$ cat src/rtl/b64lw_pkg.sv
package b64lw_pkg;

    localparam int GPL_W = 6;
    localparam logic [GPL_W-1:0] GPL_RESET = 6'd19;

    // bytes already taken of the current group
    localparam logic [1:0] PH_ZERO = 2'd0;
    localparam logic [1:0] PH_ONE  = 2'd1;
    localparam logic [1:0] PH_TWO  = 2'd2;

    localparam logic [7:0] CH_PAD = 8'h3D;  // '='
    localparam logic [7:0] CH_CR  = 8'h0D;
    localparam logic [7:0] CH_LF  = 8'h0A;

    // up to four characters caused by one input word
    typedef struct packed {
        logic [3:0][7:0] chars;
        logic [1:0]      last_idx;  // index of the final character
        logic            done;      // final character closes the message
    } t_grp;

    function automatic logic [7:0] b64_char(input logic [5:0] v);
        logic [7:0] w;
        w = {2'b00, v};
        if (v < 6'd26)      return 8'h41 + w;
        else if (v < 6'd52) return 8'h61 + (w - 8'd26);
        else if (v < 6'd62) return 8'h30 + (w - 8'd52);
        else if (v == 6'd62) return 8'h2B;
        else                return 8'h2F;
    endfunction

endpackage

$ cat src/rtl/b64lw_encode.sv
module b64lw_encode (
    input  logic               i_clk,
    input  logic               i_rst_n,
    input  logic               i_cfg_valid,
    input  logic [5:0]         i_cfg_data,
    input  logic               i_valid,
    output logic               o_stall,
    input  logic [7:0]         i_data_byte,
    input  logic               i_message_end,
    output logic               o_pend_vld,
    output b64lw_pkg::t_grp    o_pend,
    input  logic               i_take
);
    import b64lw_pkg::*;

    logic [GPL_W-1:0] r_gpl;
    logic [1:0]       r_phase, n_phase;
    logic [3:0]       r_carry, n_carry;
    logic [GPL_W-1:0] r_line,  n_line;
    logic             r_pend_vld;
    t_grp             r_pend,  n_pend;
    logic [GPL_W-1:0] line_inc;
    logic             accept;

    assign o_stall    = r_pend_vld && !i_take;
    assign accept     = i_valid && !o_stall;
    assign o_pend_vld = r_pend_vld;
    assign o_pend     = r_pend;
    assign line_inc   = r_line + 6'd1;

    always_comb begin
        n_pend.chars    = '0;
        n_pend.last_idx = 2'd0;
        n_pend.done     = i_message_end;
        n_phase         = r_phase;
        n_carry         = r_carry;
        n_line          = r_line;
        case (r_phase)
            PH_ONE: begin
                n_pend.chars[0] = b64_char({r_carry[1:0], i_data_byte[7:4]});
                n_carry = i_data_byte[3:0];
                n_phase = PH_TWO;
                if (i_message_end) begin
                    n_pend.chars[1] = b64_char({i_data_byte[3:0], 2'b00});
                    n_pend.chars[2] = CH_PAD;
                    n_pend.last_idx = 2'd2;
                end
            end
            PH_TWO: begin
                n_pend.chars[0] = b64_char({r_carry, i_data_byte[7:6]});
                n_pend.chars[1] = b64_char(i_data_byte[5:0]);
                n_pend.last_idx = 2'd1;
                n_carry = 4'd0;
                n_phase = PH_ZERO;
                n_line  = line_inc;
                if (line_inc == r_gpl) begin
                    n_pend.chars[2] = CH_CR;
                    n_pend.chars[3] = CH_LF;
                    n_pend.last_idx = 2'd3;
                    n_line = '0;
                end
            end
            default: begin
                n_pend.chars[0] = b64_char(i_data_byte[7:2]);
                n_carry = {2'b00, i_data_byte[1:0]};
                n_phase = PH_ONE;
                if (i_message_end) begin
                    n_pend.chars[1] = b64_char({i_data_byte[1:0], 4'b0000});
                    n_pend.chars[2] = CH_PAD;
                    n_pend.chars[3] = CH_PAD;
                    n_pend.last_idx = 2'd3;
                end
            end
        endcase
        if (i_message_end) begin
            n_phase = PH_ZERO;
            n_carry = 4'd0;
            n_line  = '0;
        end
    end

    always_ff @(posedge i_clk) begin
        if (!i_rst_n) begin
            r_gpl      <= GPL_RESET;
            r_phase    <= PH_ZERO;
            r_carry    <= 4'd0;
            r_line     <= '0;
            r_pend_vld <= 1'b0;
        end else begin
            if (i_cfg_valid) begin
                r_gpl <= i_cfg_data;
            end
            if (accept) begin
                r_phase    <= n_phase;
                r_carry    <= n_carry;
                r_line     <= n_line;
                r_pend_vld <= 1'b1;
            end else if (i_take) begin
                r_pend_vld <= 1'b0;
            end
        end
    end

    always_ff @(posedge i_clk) begin
        if (accept) begin
            r_pend <= n_pend;
        end
    end

`ifndef ASSERT_OFF
    a_pend_kept: assert property (@(posedge i_clk) disable iff (!i_rst_n)
        r_pend_vld && !i_take |=> r_pend_vld && $stable(r_pend))
        else $error("pending group lost or changed");
    a_end_clears: assert property (@(posedge i_clk) disable iff (!i_rst_n)
        accept && i_message_end |=> r_phase == PH_ZERO && r_carry == 4'd0 && r_line == '0)
        else $error("state not cleared after message end");
    a_phase_ok: assert property (@(posedge i_clk) disable iff (!i_rst_n)
        r_phase != 2'd3)
        else $error("unused group phase reached");
`endif

endmodule

$ cat src/rtl/b64lw_serial.sv
module b64lw_serial (
    input  logic               i_clk,
    input  logic               i_rst_n,
    input  logic               i_pend_vld,
    input  b64lw_pkg::t_grp    i_pend,
    output logic               o_take,
    output logic               o_valid,
    input  logic               i_stall,
    output logic [7:0]         o_out_char,
    output logic               o_run_last,
    output logic               o_message_done
);
    import b64lw_pkg::*;

    logic       r_cur_vld;
    t_grp       r_cur;
    logic [1:0] r_idx;
    logic       fire, at_last, free;

    assign fire    = r_cur_vld && !i_stall;
    assign at_last = (r_idx == r_cur.last_idx);
    assign free    = !r_cur_vld || (fire && at_last);
    assign o_take  = free && i_pend_vld;

    assign o_valid        = r_cur_vld;
    assign o_out_char     = r_cur.chars[r_idx];
    assign o_run_last     = at_last;
    assign o_message_done = at_last && r_cur.done;

    always_ff @(posedge i_clk) begin
        if (!i_rst_n) begin
            r_cur_vld <= 1'b0;
            r_idx     <= 2'd0;
        end else if (o_take) begin
            r_cur_vld <= 1'b1;
            r_idx     <= 2'd0;
        end else if (fire) begin
            r_idx <= r_idx + 2'd1;
            if (at_last) begin
                r_cur_vld <= 1'b0;
            end
        end
    end

    always_ff @(posedge i_clk) begin
        if (o_take) begin
            r_cur <= i_pend;
        end
    end

`ifndef ASSERT_OFF
    a_idx_range: assert property (@(posedge i_clk) disable iff (!i_rst_n)
        r_cur_vld |-> r_idx <= r_cur.last_idx)
        else $error("character index past end of group");
    a_mid_group: assert property (@(posedge i_clk) disable iff (!i_rst_n)
        fire && !at_last |=> r_cur_vld && r_idx == $past(r_idx) + 2'd1)
        else $error("group cut short");
    a_load_start: assert property (@(posedge i_clk) disable iff (!i_rst_n)
        o_take |=> r_cur_vld && r_idx == 2'd0)
        else $error("new group not started at first character");
`endif

endmodule

$ cat src/rtl/base64_encoder_line_wrap_unit.sv
// Base64 encoder with CR LF line wrap after a configurable number of groups.
// The first character of a word passes the encode result register and then the
// serializer's group register before it is valid. Throughput: one character
// per cycle while i_stall is low; a word gives 1 to 4 characters; input words
// are taken back to back while the output keeps up with one character per word.
// Reset (synchronous, i_rst_n low): encoder state cleared, groups_per_line = 19.
module base64_encoder_line_wrap_unit (
    input  logic       i_clk,
    input  logic       i_rst_n,
    // configuration: groups_per_line
    input  logic       i_cfg_valid,
    output logic       o_cfg_ready,
    input  logic [5:0] i_cfg_data,
    // input words
    input  logic       i_valid,
    output logic       o_stall,
    input  logic [7:0] i_data_byte,
    input  logic       i_message_end,
    // output characters
    output logic       o_valid,
    input  logic       i_stall,
    output logic [7:0] o_out_char,
    output logic       o_run_last,
    output logic       o_message_done
);
    import b64lw_pkg::*;

    t_grp pend;
    logic pend_vld;
    logic take;

    // The user must make register writes only while idle; the block does not enforce this, and writes are always taken.
    assign o_cfg_ready = 1'b1;

    // Encode stage: turns each accepted word into its group of up to four
    // characters (sextets, padding, CR LF) and updates the group state.
    // Its result register frees up as the serializer pulls it, so the next
    // word is accepted while the previous one is still being sent.
    b64lw_encode u_encode (
        .i_clk         (i_clk),
        .i_rst_n       (i_rst_n),
        .i_cfg_valid   (i_cfg_valid),
        .i_cfg_data    (i_cfg_data),
        .i_valid       (i_valid),
        .o_stall       (o_stall),
        .i_data_byte   (i_data_byte),
        .i_message_end (i_message_end),
        .o_pend_vld    (pend_vld),
        .o_pend        (pend),
        .i_take        (take)
    );

    // Serializer: one character per cycle while i_stall is low, loads the next group on the
    // cycle its last character leaves, so pending groups follow with no gap.
    b64lw_serial u_serial (
        .i_clk          (i_clk),
        .i_rst_n        (i_rst_n),
        .i_pend_vld     (pend_vld),
        .i_pend         (pend),
        .o_take         (take),
        .o_valid        (o_valid),
        .i_stall        (i_stall),
        .o_out_char     (o_out_char),
        .o_run_last     (o_run_last),
        .o_message_done (o_message_done)
    );

endmodule
$ cat config.mk
export PLATFORM = sky130hd
export DESIGN_NAME = base64_encoder_line_wrap_unit
export DESIGN_NICKNAME = d
export VERILOG_FILES = /design/src/rtl/b64lw_pkg.sv /design/src/rtl/b64lw_encode.sv /design/src/rtl/b64lw_serial.sv /design/src/rtl/base64_encoder_line_wrap_unit.sv
export SDC_FILE = /design/constraint.sdc
export NUM_CORES = 1
export LEC_CHECK = 0
export ABC_AREA = 0
export BUFFER_PORTS_ARGS = -buffer_cell sky130_fd_sc_hd__buf_2
export CORE_ASPECT_RATIO = 0.75
export CORE_UTILIZATION = 62
export DETAILED_ROUTE_END_ITERATION = 10
export GPL_TIMING_DRIVEN = 0
export PLACE_DENSITY = 0.78
export SLEW_MARGIN = 15
export SYNTH_ARGS = -nofsm -noshare
export SYNTH_HDL_FRONTEND = slang
export SYNTH_SLANG_ARGS = --single-unit
$ cat constraint.sdc
create_clock -name i_clk -period 4.4 [get_ports i_clk]
set_clock_uncertainty 0.1 [all_clocks]
set_input_delay 0.22 -clock i_clk [delete_from_list [all_inputs] [get_ports i_clk]]
set_output_delay 0.22 -clock i_clk [all_outputs]
set_load 0.005 [all_outputs]
* Word-level counts from Yosys, hierarchy flattened
Cells that the tools add are included.
Storage, ports and cells: register bits 92, bits in latches 0, RAM bits 0, bits in read-only memories 0, output and inout bits 13, word-level logic and storage cells 141, memories kept 0
Cells by class: add/sub/neg operators 32, multiply operators 0, div/mod/pow operators 0, order comparisons 19, eq/ne operators 8, shifts and indexed selects 0, multiplexer cells 44, bitwise operators 1, reductions and logical operators 18
Operator list (count):
- 8-bit two-way mux | 19
- 6-bit less-than comparator, second input constant | 12
- 26-bit one-hot mux with 2 select lines | 1
- 6-bit by 8-bit adder with 8-bit output, first input constant | 6
- 7-bit by 6-bit adder with 8-bit output, first input constant | 6
- 7-bit by 8-bit adder with 8-bit output, first input constant | 6
- 6-bit by 5-bit subtractor with 7-bit output, second input constant | 6
- 6-bit by 6-bit subtractor with 7-bit output, second input constant | 6
- 6-bit by 5-bit less-than comparator with 1-bit output, second input constant | 6
- 6-bit equality test, second input constant | 4
- 22-bit two-way mux | 1
- 6-bit two-way mux | 3
- 8-bit binary-select mux with 2-bit select | 1
- 14-bit two-way mux | 1
- 12-bit two-way mux | 1
- 3-bit two-way mux | 4
- 6-bit one-hot mux with 2 select lines | 1
- 2-bit two-way mux | 4
- 4-bit one-hot mux with 2 select lines | 1
- 2-bit nonzero test | 4
- 6-bit by 1-bit adder with 6-bit output, second input constant | 1
- 6-bit equality test | 1
- 1-bit logical AND | 6
- 1-bit two-way mux | 5
- 12 further kinds | 16

* Depth between registers and ports, before layout
Gate-level depths: netlist (run 1).
depth in word-level cells 10, mapped depth 12, depth with buffers taken out 10

* By module
A second synthesis (run 1) with hierarchy kept.
Second synthesis, totals: cells, all modules 599, area total of the unflattened synthesis 5829.3 µm²
By module, submodules not included:
- b64lw_encode | times used 1, cells an instance 533, area an instance 4374.2 µm², seq. area each 1071.0 µm²
- b64lw_serial | times used 1, cells an instance 64, area an instance 1443.9 µm², seq. area each 1111.1 µm²
- base64_encoder_line_wrap_unit | times used 1, cells an instance 2, area an instance 11.3 µm², seq. area each 0.0 µm²

* Worst setup path after synthesis (run 1)
Ideal clock, no wire load.
kind input-to-reg, from input port i_data_byte[5], to register u_encode.r_pend, in the netlist u_encode.o_pend[8], data pin, arrival 2.299 ns, data required time 4.035 ns, path slack 1.736 ns, cell stages on the path 11, path buffers 2, path through clkbuf_1 inv_1 ha_1 a21oi_1 nand2b_1 clkbuf_1 nand2_1 ha_1 and3_1 a2111oi_0 or3_1
RTL lines:
- start, declared | line base64_encoder_line_wrap_unit.sv:17 | input logic [7:0] i_data_byte,
- end signal, assigned | line b64lw_encode.sv:106 | r_pend <= n_pend;
- end, declared | line b64lw_encode.sv:21 | t_grp r_pend, n_pend;

==> results_dict.tcl, run 1 <==
set metrics [dict create \
    outcome "completed" \
    insertion_delay_ns 0.33 \
    grt.overflow.total 0 \
    cts.sinks 68 \
    crit_fanout 10 \
    synth_edf_count 46 \
    die_h_um 81.8 \
    cts_resized 0 \
    multi_input_area_um2 3260 \
    combPwrFrac 0.192 \
    fin_nets 682 \
    start_util 0.654 \
    yosysTopAreaCell "edfxtp_1" \
    synthTopCellsByArea "edfxtp_1 26%, ha_1 11%, dfxtp_1 8.4%, xnor2_1 6.5%, a21oi_1 4.3%" \
    fillerInstances 652 \
    row_count 28 \
    wl_per_cell_um 19.1 \
    io-pin-count 33 \
    cts-root-buf "clkbuf_16" \
    core_area_um2 8060 \
    hp-class "in2reg" \
    p_clk_frac 0.406 \
    syn_area_per_cell_um2 9.19 \
    drtIter0Drc 536 \
    hold_viol_final 0 \
    end_kind "flip-flop" \
    setup-violations-final 0 \
    drt_pass1_iterations 6 \
    totalWireLength_mm 13.8 \
    grtUsageTotal 0.330 \
    ys_seq_area_frac 0.346 \
    layout_setup_ws_ns 0.690 \
    yosys.area.top_type_share 0.262 \
    seqPwrFrac 0.401 \
    cap_viol_max_count 0 \
    layout_commonest_cell "nand2_1" \
    io_buffers 30 \
    ys.flop_type "edfxtp_1" \
    antenna_cells 0 \
    ys_async_sr_fraction 0 \
    antenna_left 0 \
    grt_pass1_vias 4140 \
    clk_pin_slew_ns 0.06 \
    startpoint_type "input pin" \
    power_density_nw_per_um2 322 \
    drv_slew 0 \
    p_leak_uw 0.00235 \
    cts_hold_buf 0 \
    postCtsSetupBuffers 0 \
    rsz0062_at_grt "false" \
    via_count 4681 \
    regArea_um2 1820 \
    synth_cells 573 \
    drc 0 \
    gp_congestion 1.01 \
    p_int_uw 1380 \
    worst-endpoint-arrival_ns 3.80 \
    dp_hpwl_mm 10.2 \
    die-area_um2 8870 \
    drive_above_1_share 0.108 \
    mostFrequentLayoutCells "59 x nand2_1, 48 x ha_1, 46 x edfxtp_1" \
    switching_share 0.274 \
    ys_warn_count 0 \
    syn-cell-area_um2 5270 \
    tightestPinTransition_ns 1.03 \
    syn_nets 641 \
    cts_buffers 9 \
    synth.distinct_cells 62 \
    min_period_over_period 0.843 \
    grt_pass1_wl_mm 21.8 \
    grt_max_degree 25 \
    antenna_found_initial 0 \
    timing_worst_setup_path_type "in2reg" \
    dieWidth_um 108 \
    cts_max_path_buffers 2 \
    fin_crit_ns 3.71 \
    critical_path_required_ns 4.49 \
    viasPerCell 6.47 \
    htreeDepth 3 \
    fmax_ghz 0.270 \
    area_growth_pct 11.5 \
    place_ws_ns 0.575 \
    relSlewSlack 0.311 \
    peakVddDrop_mv 0.254 \
    synth_seq_cells 68 \
    fin_setup_tns_ns 0 \
    tritoncts "yes" \
    power_switching_uw 518 \
]
## worst paths after layout
kind / start / end / slack, ns / cells past startpoint
worst max-delay path: i_data_byte[5] / u_encode.o_pend[8] / 0.69 / 12
worst max register to register: u_encode.r_carry[0] / u_encode.o_pend[8] / 1.04 / 8
worst min-delay path: i_cfg_data[0] / u_encode.r_gpl[0] / 0.01 / 3
worst min register to register: u_encode.o_pend[22] / u_serial.r_cur[22] / 0.31 / 0
## synthesized netlist by cell type (all sizes together) (3+ instances only)
cell      n
nand2    59
ha       48
edfxtp   46
a21oi    45
nor2     40
xnor2    39
o21ai    29
xor2     23
dfxtp    22
nand3    21
clkbuf   20
inv      18
nor2b    16
mux2i    15
a31oi    11
a21o      8
buf       7
nand2b    7
a211oi    6
and3      6
o211ai    6
o22ai     6
mux2      5
mux4      5
nand4     5
nor4      5
o2111ai   4
a22o      3
and2      3
nand3b    3
nor3      3
or3       3
## per-stage QoR
step	utilization	hold slack [ns]	instance area, um2	power [uW]	cells
2_1_floorplan	-	0.219	5270	1010	573
3_3_place_gp	0.689	0.301	5550	1110	708
3_5_place_dp	0.689	0.305	5550	1120	708
4_1_cts	0.729	0.00639	5870	1890	724
5_1_grt	0.729	0.0175	5870	1960	724
6_report	0.729	0.0130	5870	1890	724
## layer usage
metal  vias to the layer above  wire, um  GRT usage
met1                      2207      6210      0.478
met4                         0       217     0.0824
met5                         -         0          0
met3                        24      1510     0.0881
met2                       277      5890      0.486
li1                       2173         -          -
## registers in the layout (all words and copies together), names as in the netlist
signal	flops
u_encode.o_pend	23
u_encode.r_line	6
u_encode.o_pend_vld	1
u_serial.r_cur	23
u_encode.r_carry	4
u_serial.o_valid	1
u_encode.r_phase	2
u_serial.r_idx	2
u_encode.r_gpl	6
## worst max-delay path: stages
cell and delay (ns):
buf_2 0.15, clkbuf_1 0.41, inv_1 0.34, ha_1 0.29, a21oi_1 0.32, nand2b_1 0.16
clkbuf_1 0.32, nand2_1 0.10, ha_1 0.30, and3_1 0.15, a2111oi_0 0.80, or3_1 0.23
## power by group through the flow
stage                     clock [uW]  sequential, uW  combinational [uW]
after floorplan                    0             762                 252
after global placement             0             769                 341
after detailed placement           0             771                 349
after CTS                        780             760                 354
after global routing             803             763                 398
final                            769             759                 364
## cell families after synthesis
| family | share of synthesized area |
|---|---|
| simple gates | 0.166 |
| compound gates | 0.175 |
| flops | 0.346 |
| xor+xnor | 0.103 |
| fa+ha+maj | 0.114 |
| buf+inv | 0.0344 |
| mux | 0.0606 |
| other cells | 0.000712 |
## layout make-up
class,instances,share of cell area
Tap cell,105,0.0224
Multi-Input combinational cell,458,0.556
Sequential cell,68,0.310
Clock inverter,7,0.0168
Buffer,27,0.0181
Clock buffer,9,0.0383
Timing Repair Buffer,30,0.0256
Inverter,20,0.0128
Power figures use the tool's default switching activity.
==> run 2, diff against run 1 <==
--- a/config.mk
+++ b/config.mk
@@ -8,10 +8,10 @@
 export ABC_AREA = 0
 export BUFFER_PORTS_ARGS = -buffer_cell sky130_fd_sc_hd__buf_2
 export CORE_ASPECT_RATIO = 0.75
-export CORE_UTILIZATION = 62
+export CORE_UTILIZATION = 56
 export DETAILED_ROUTE_END_ITERATION = 10
 export GPL_TIMING_DRIVEN = 0
-export PLACE_DENSITY = 0.78
+export PLACE_DENSITY = 0.74
 export SLEW_MARGIN = 15
 export SYNTH_ARGS = -nofsm -noshare
 export SYNTH_HDL_FRONTEND = slang
==> constraint.sdc (replaced) <==
create_clock -name i_clk -period 3.4 [get_ports i_clk]
set_clock_uncertainty 0.1 [all_clocks]
set_input_delay 0.17 -clock i_clk [delete_from_list [all_inputs] [get_ports i_clk]]
set_output_delay 0.17 -clock i_clk [all_outputs]
set_load 0.005 [all_outputs]
==> run 2 against run 1 <==
  * Setup slack got worse by 0.49 ns
  * Highest routed layer is now met5
  * Core utilization decreased by 7.1 points
  * Clock power increased by 28%
  * Design area increased by 1.8%
  * Critical path depth decreased by 4
  * Via count decreased by 1.5%
  * Non-clock buffer count increased by 7
  * Die area increased by 10%
  * Combinational power increased by 33%
  * Sequential cell count unchanged
  * Sequential power increased by 29%
  * Sequential share of layout area decreased by 0.55 points
==> results_dict.tcl, run 2 (synthesized netlist as in run 1, its figures left out) <==
set metrics [dict create \
    wl_per_cell_um 18.5 \
    antenna_found_initial 1 \
    die-area_um2 9800 \
    p_total_uw 2450 \
    power_density_nw_per_um2 410 \
    grt_pass1_vias 4349 \
    dieWidth_um 114 \
    crit_slowest_cell "clkbuf_1" \
    dp.cells 731 \
    cpLargestDelayFamily "simple AND/OR/NAND/NOR gates" \
    cts-root-buf "clkbuf_16" \
    startpoint_type "flip-flop" \
    outcome "completed" \
    grt_pass1_wl_mm 22.6 \
    timing_worst_setup_path_type "reg2reg" \
    antenna_left 0 \
    cts.sinks 68 \
    hp-class "in2reg" \
    relSlewSlack 0.312 \
    layout.cells.non_filler 754 \
    dp_hpwl_mm 10.2 \
    area_growth_pct 13.5 \
    via_count 4609 \
    worst-endpoint-arrival_ns 3.18 \
    start_util 0.580 \
    die_h_um 86.0 \
    tightestPinTransition_ns 1.03 \
    placed_area_um2 5580 \
    io_buffers 30 \
    critical_path_required_ns 3.38 \
    insertion_delay_ns 0.33 \
    min_period_over_period 0.942 \
    drive_above_1_share 0.107 \
    cp_num_buf_inv 2 \
    cts_max_path_buffers 2 \
    setup-violations-final 0 \
    cts_buffers 9 \
    grt_max_degree 25 \
    tritoncts "yes" \
    drt_pass1_iterations 5 \
    fmax_ghz 0.312 \
    p_leak_uw 0.00238 \
    clk_pin_slew_ns 0.06 \
    final_util 0.658 \
    io-pin-count 33 \
    rsz0062_at_grt "false" \
    viasPerCell 6.11 \
    hold_viol_final 0 \
    htreeDepth 3 \
    peakVddDrop_mv 0.237 \
    mostFrequentLayoutCells "59 x nand2_1, 48 x ha_1, 46 x edfxtp_1" \
    cap_viol_max_count 0 \
    path_cells "clkbuf_1, inv_1, ha_1, and3b_1, nor2_1, nor4_1, a2111oi_0, or3_1" \
    drtIter0Drc 525 \
    layout_commonest_cell "nand2_1" \
    row_count 30 \
    ff2ff_setup_slack_ns 0.20 \
    core_area_um2 9080 \
    fin_crit_ns 3.20 \
    fin_nets 689 \
    totalWireLength_mm 14.0 \
    critPathMaxStageDelay_ns 0.57 \
    end_kind "flip-flop" \
    crit_fanout 10 \
    drv_slew 0 \
    postCtsSetupBuffers 0 \
    gp_congestion 0.985 \
    place_ws_ns -0.348 \
    design_area_um2 5980 \
    grt.overflow.total 0 \
    layout_setup_ws_ns 0.196 \
    drc 0 \
    grtUsageTotal 0.301 \
    antenna_cells 0 \
]
## run 2: routing by layer
| metal | vias to the layer above | global-route usage | part of all wire |
|---|---|---|---|
| li1 | 2176 | - | - |
| met3 | 28 | 0.0728 | 0.11 |
| met2 | 260 | 0.444 | 0.42 |
| met4 | 2 | 0.0744 | 0.014 |
| met1 | 2143 | 0.441 | 0.46 |
| met5 | - | 0 | 0.00093 |
## run 2: worst paths after layout
check        cells past startpoint           startpoint            endpoint
max                              8  u_encode.r_carry[0]  u_encode.o_pend[8]
min                              2              i_rst_n    u_serial.o_valid
max reg2reg                      8  u_encode.r_carry[0]  u_encode.o_pend[8]
min reg2reg                      0  u_encode.o_pend[31]  u_serial.r_cur[31]
## run 2: cell type report
type / instances / area, um2
multi-input cells: 458 / 3270
fillers: 766 / 3110
flip-flops and latches: 68 / 1820
repair buffers: 38 / 230
clock buffers: 10 / 229
well taps: 128 / 160
plain buffers: 26 / 103
clock inverters: 6 / 88.8
inverters: 20 / 75.1
## run 2: worst reg2reg max path: stages, from the launching register on
cell and delay, ns:
dfxtp_1 0.46, clkbuf_1 0.58, inv_1 0.28, ha_1 0.31, and3b_1 0.29, nor2_1 0.18
nor4_1 0.30, a2111oi_0 0.10, or3_1 0.36
## run 2: what timing repair did
item | in CTS | in global routing
cloned | 0 | 0
hold buffers | 8 | 0
endpoints found under the setup margin | 1 | 1
resized for setup | 1 | 1
hold endpoints to repair | 8 | 0
## run 2: stage by stage
stage,TNS [ns],hold WS (ns)
finish,0,0.108
detailed placement,-0.348,0.289
CTS,0,0.0966
floorplan,0,0.169
global placement,-0.413,0.285
global route,0,0.104
## run 2: power breakdown
group | total, uW | switching [uW] | internal [uW]
combinational | 483 | 296 | 186
clock | 986 | 345 | 641
sequential | 981 | 26.0 | 955
total | 2450 | 667 | 1780
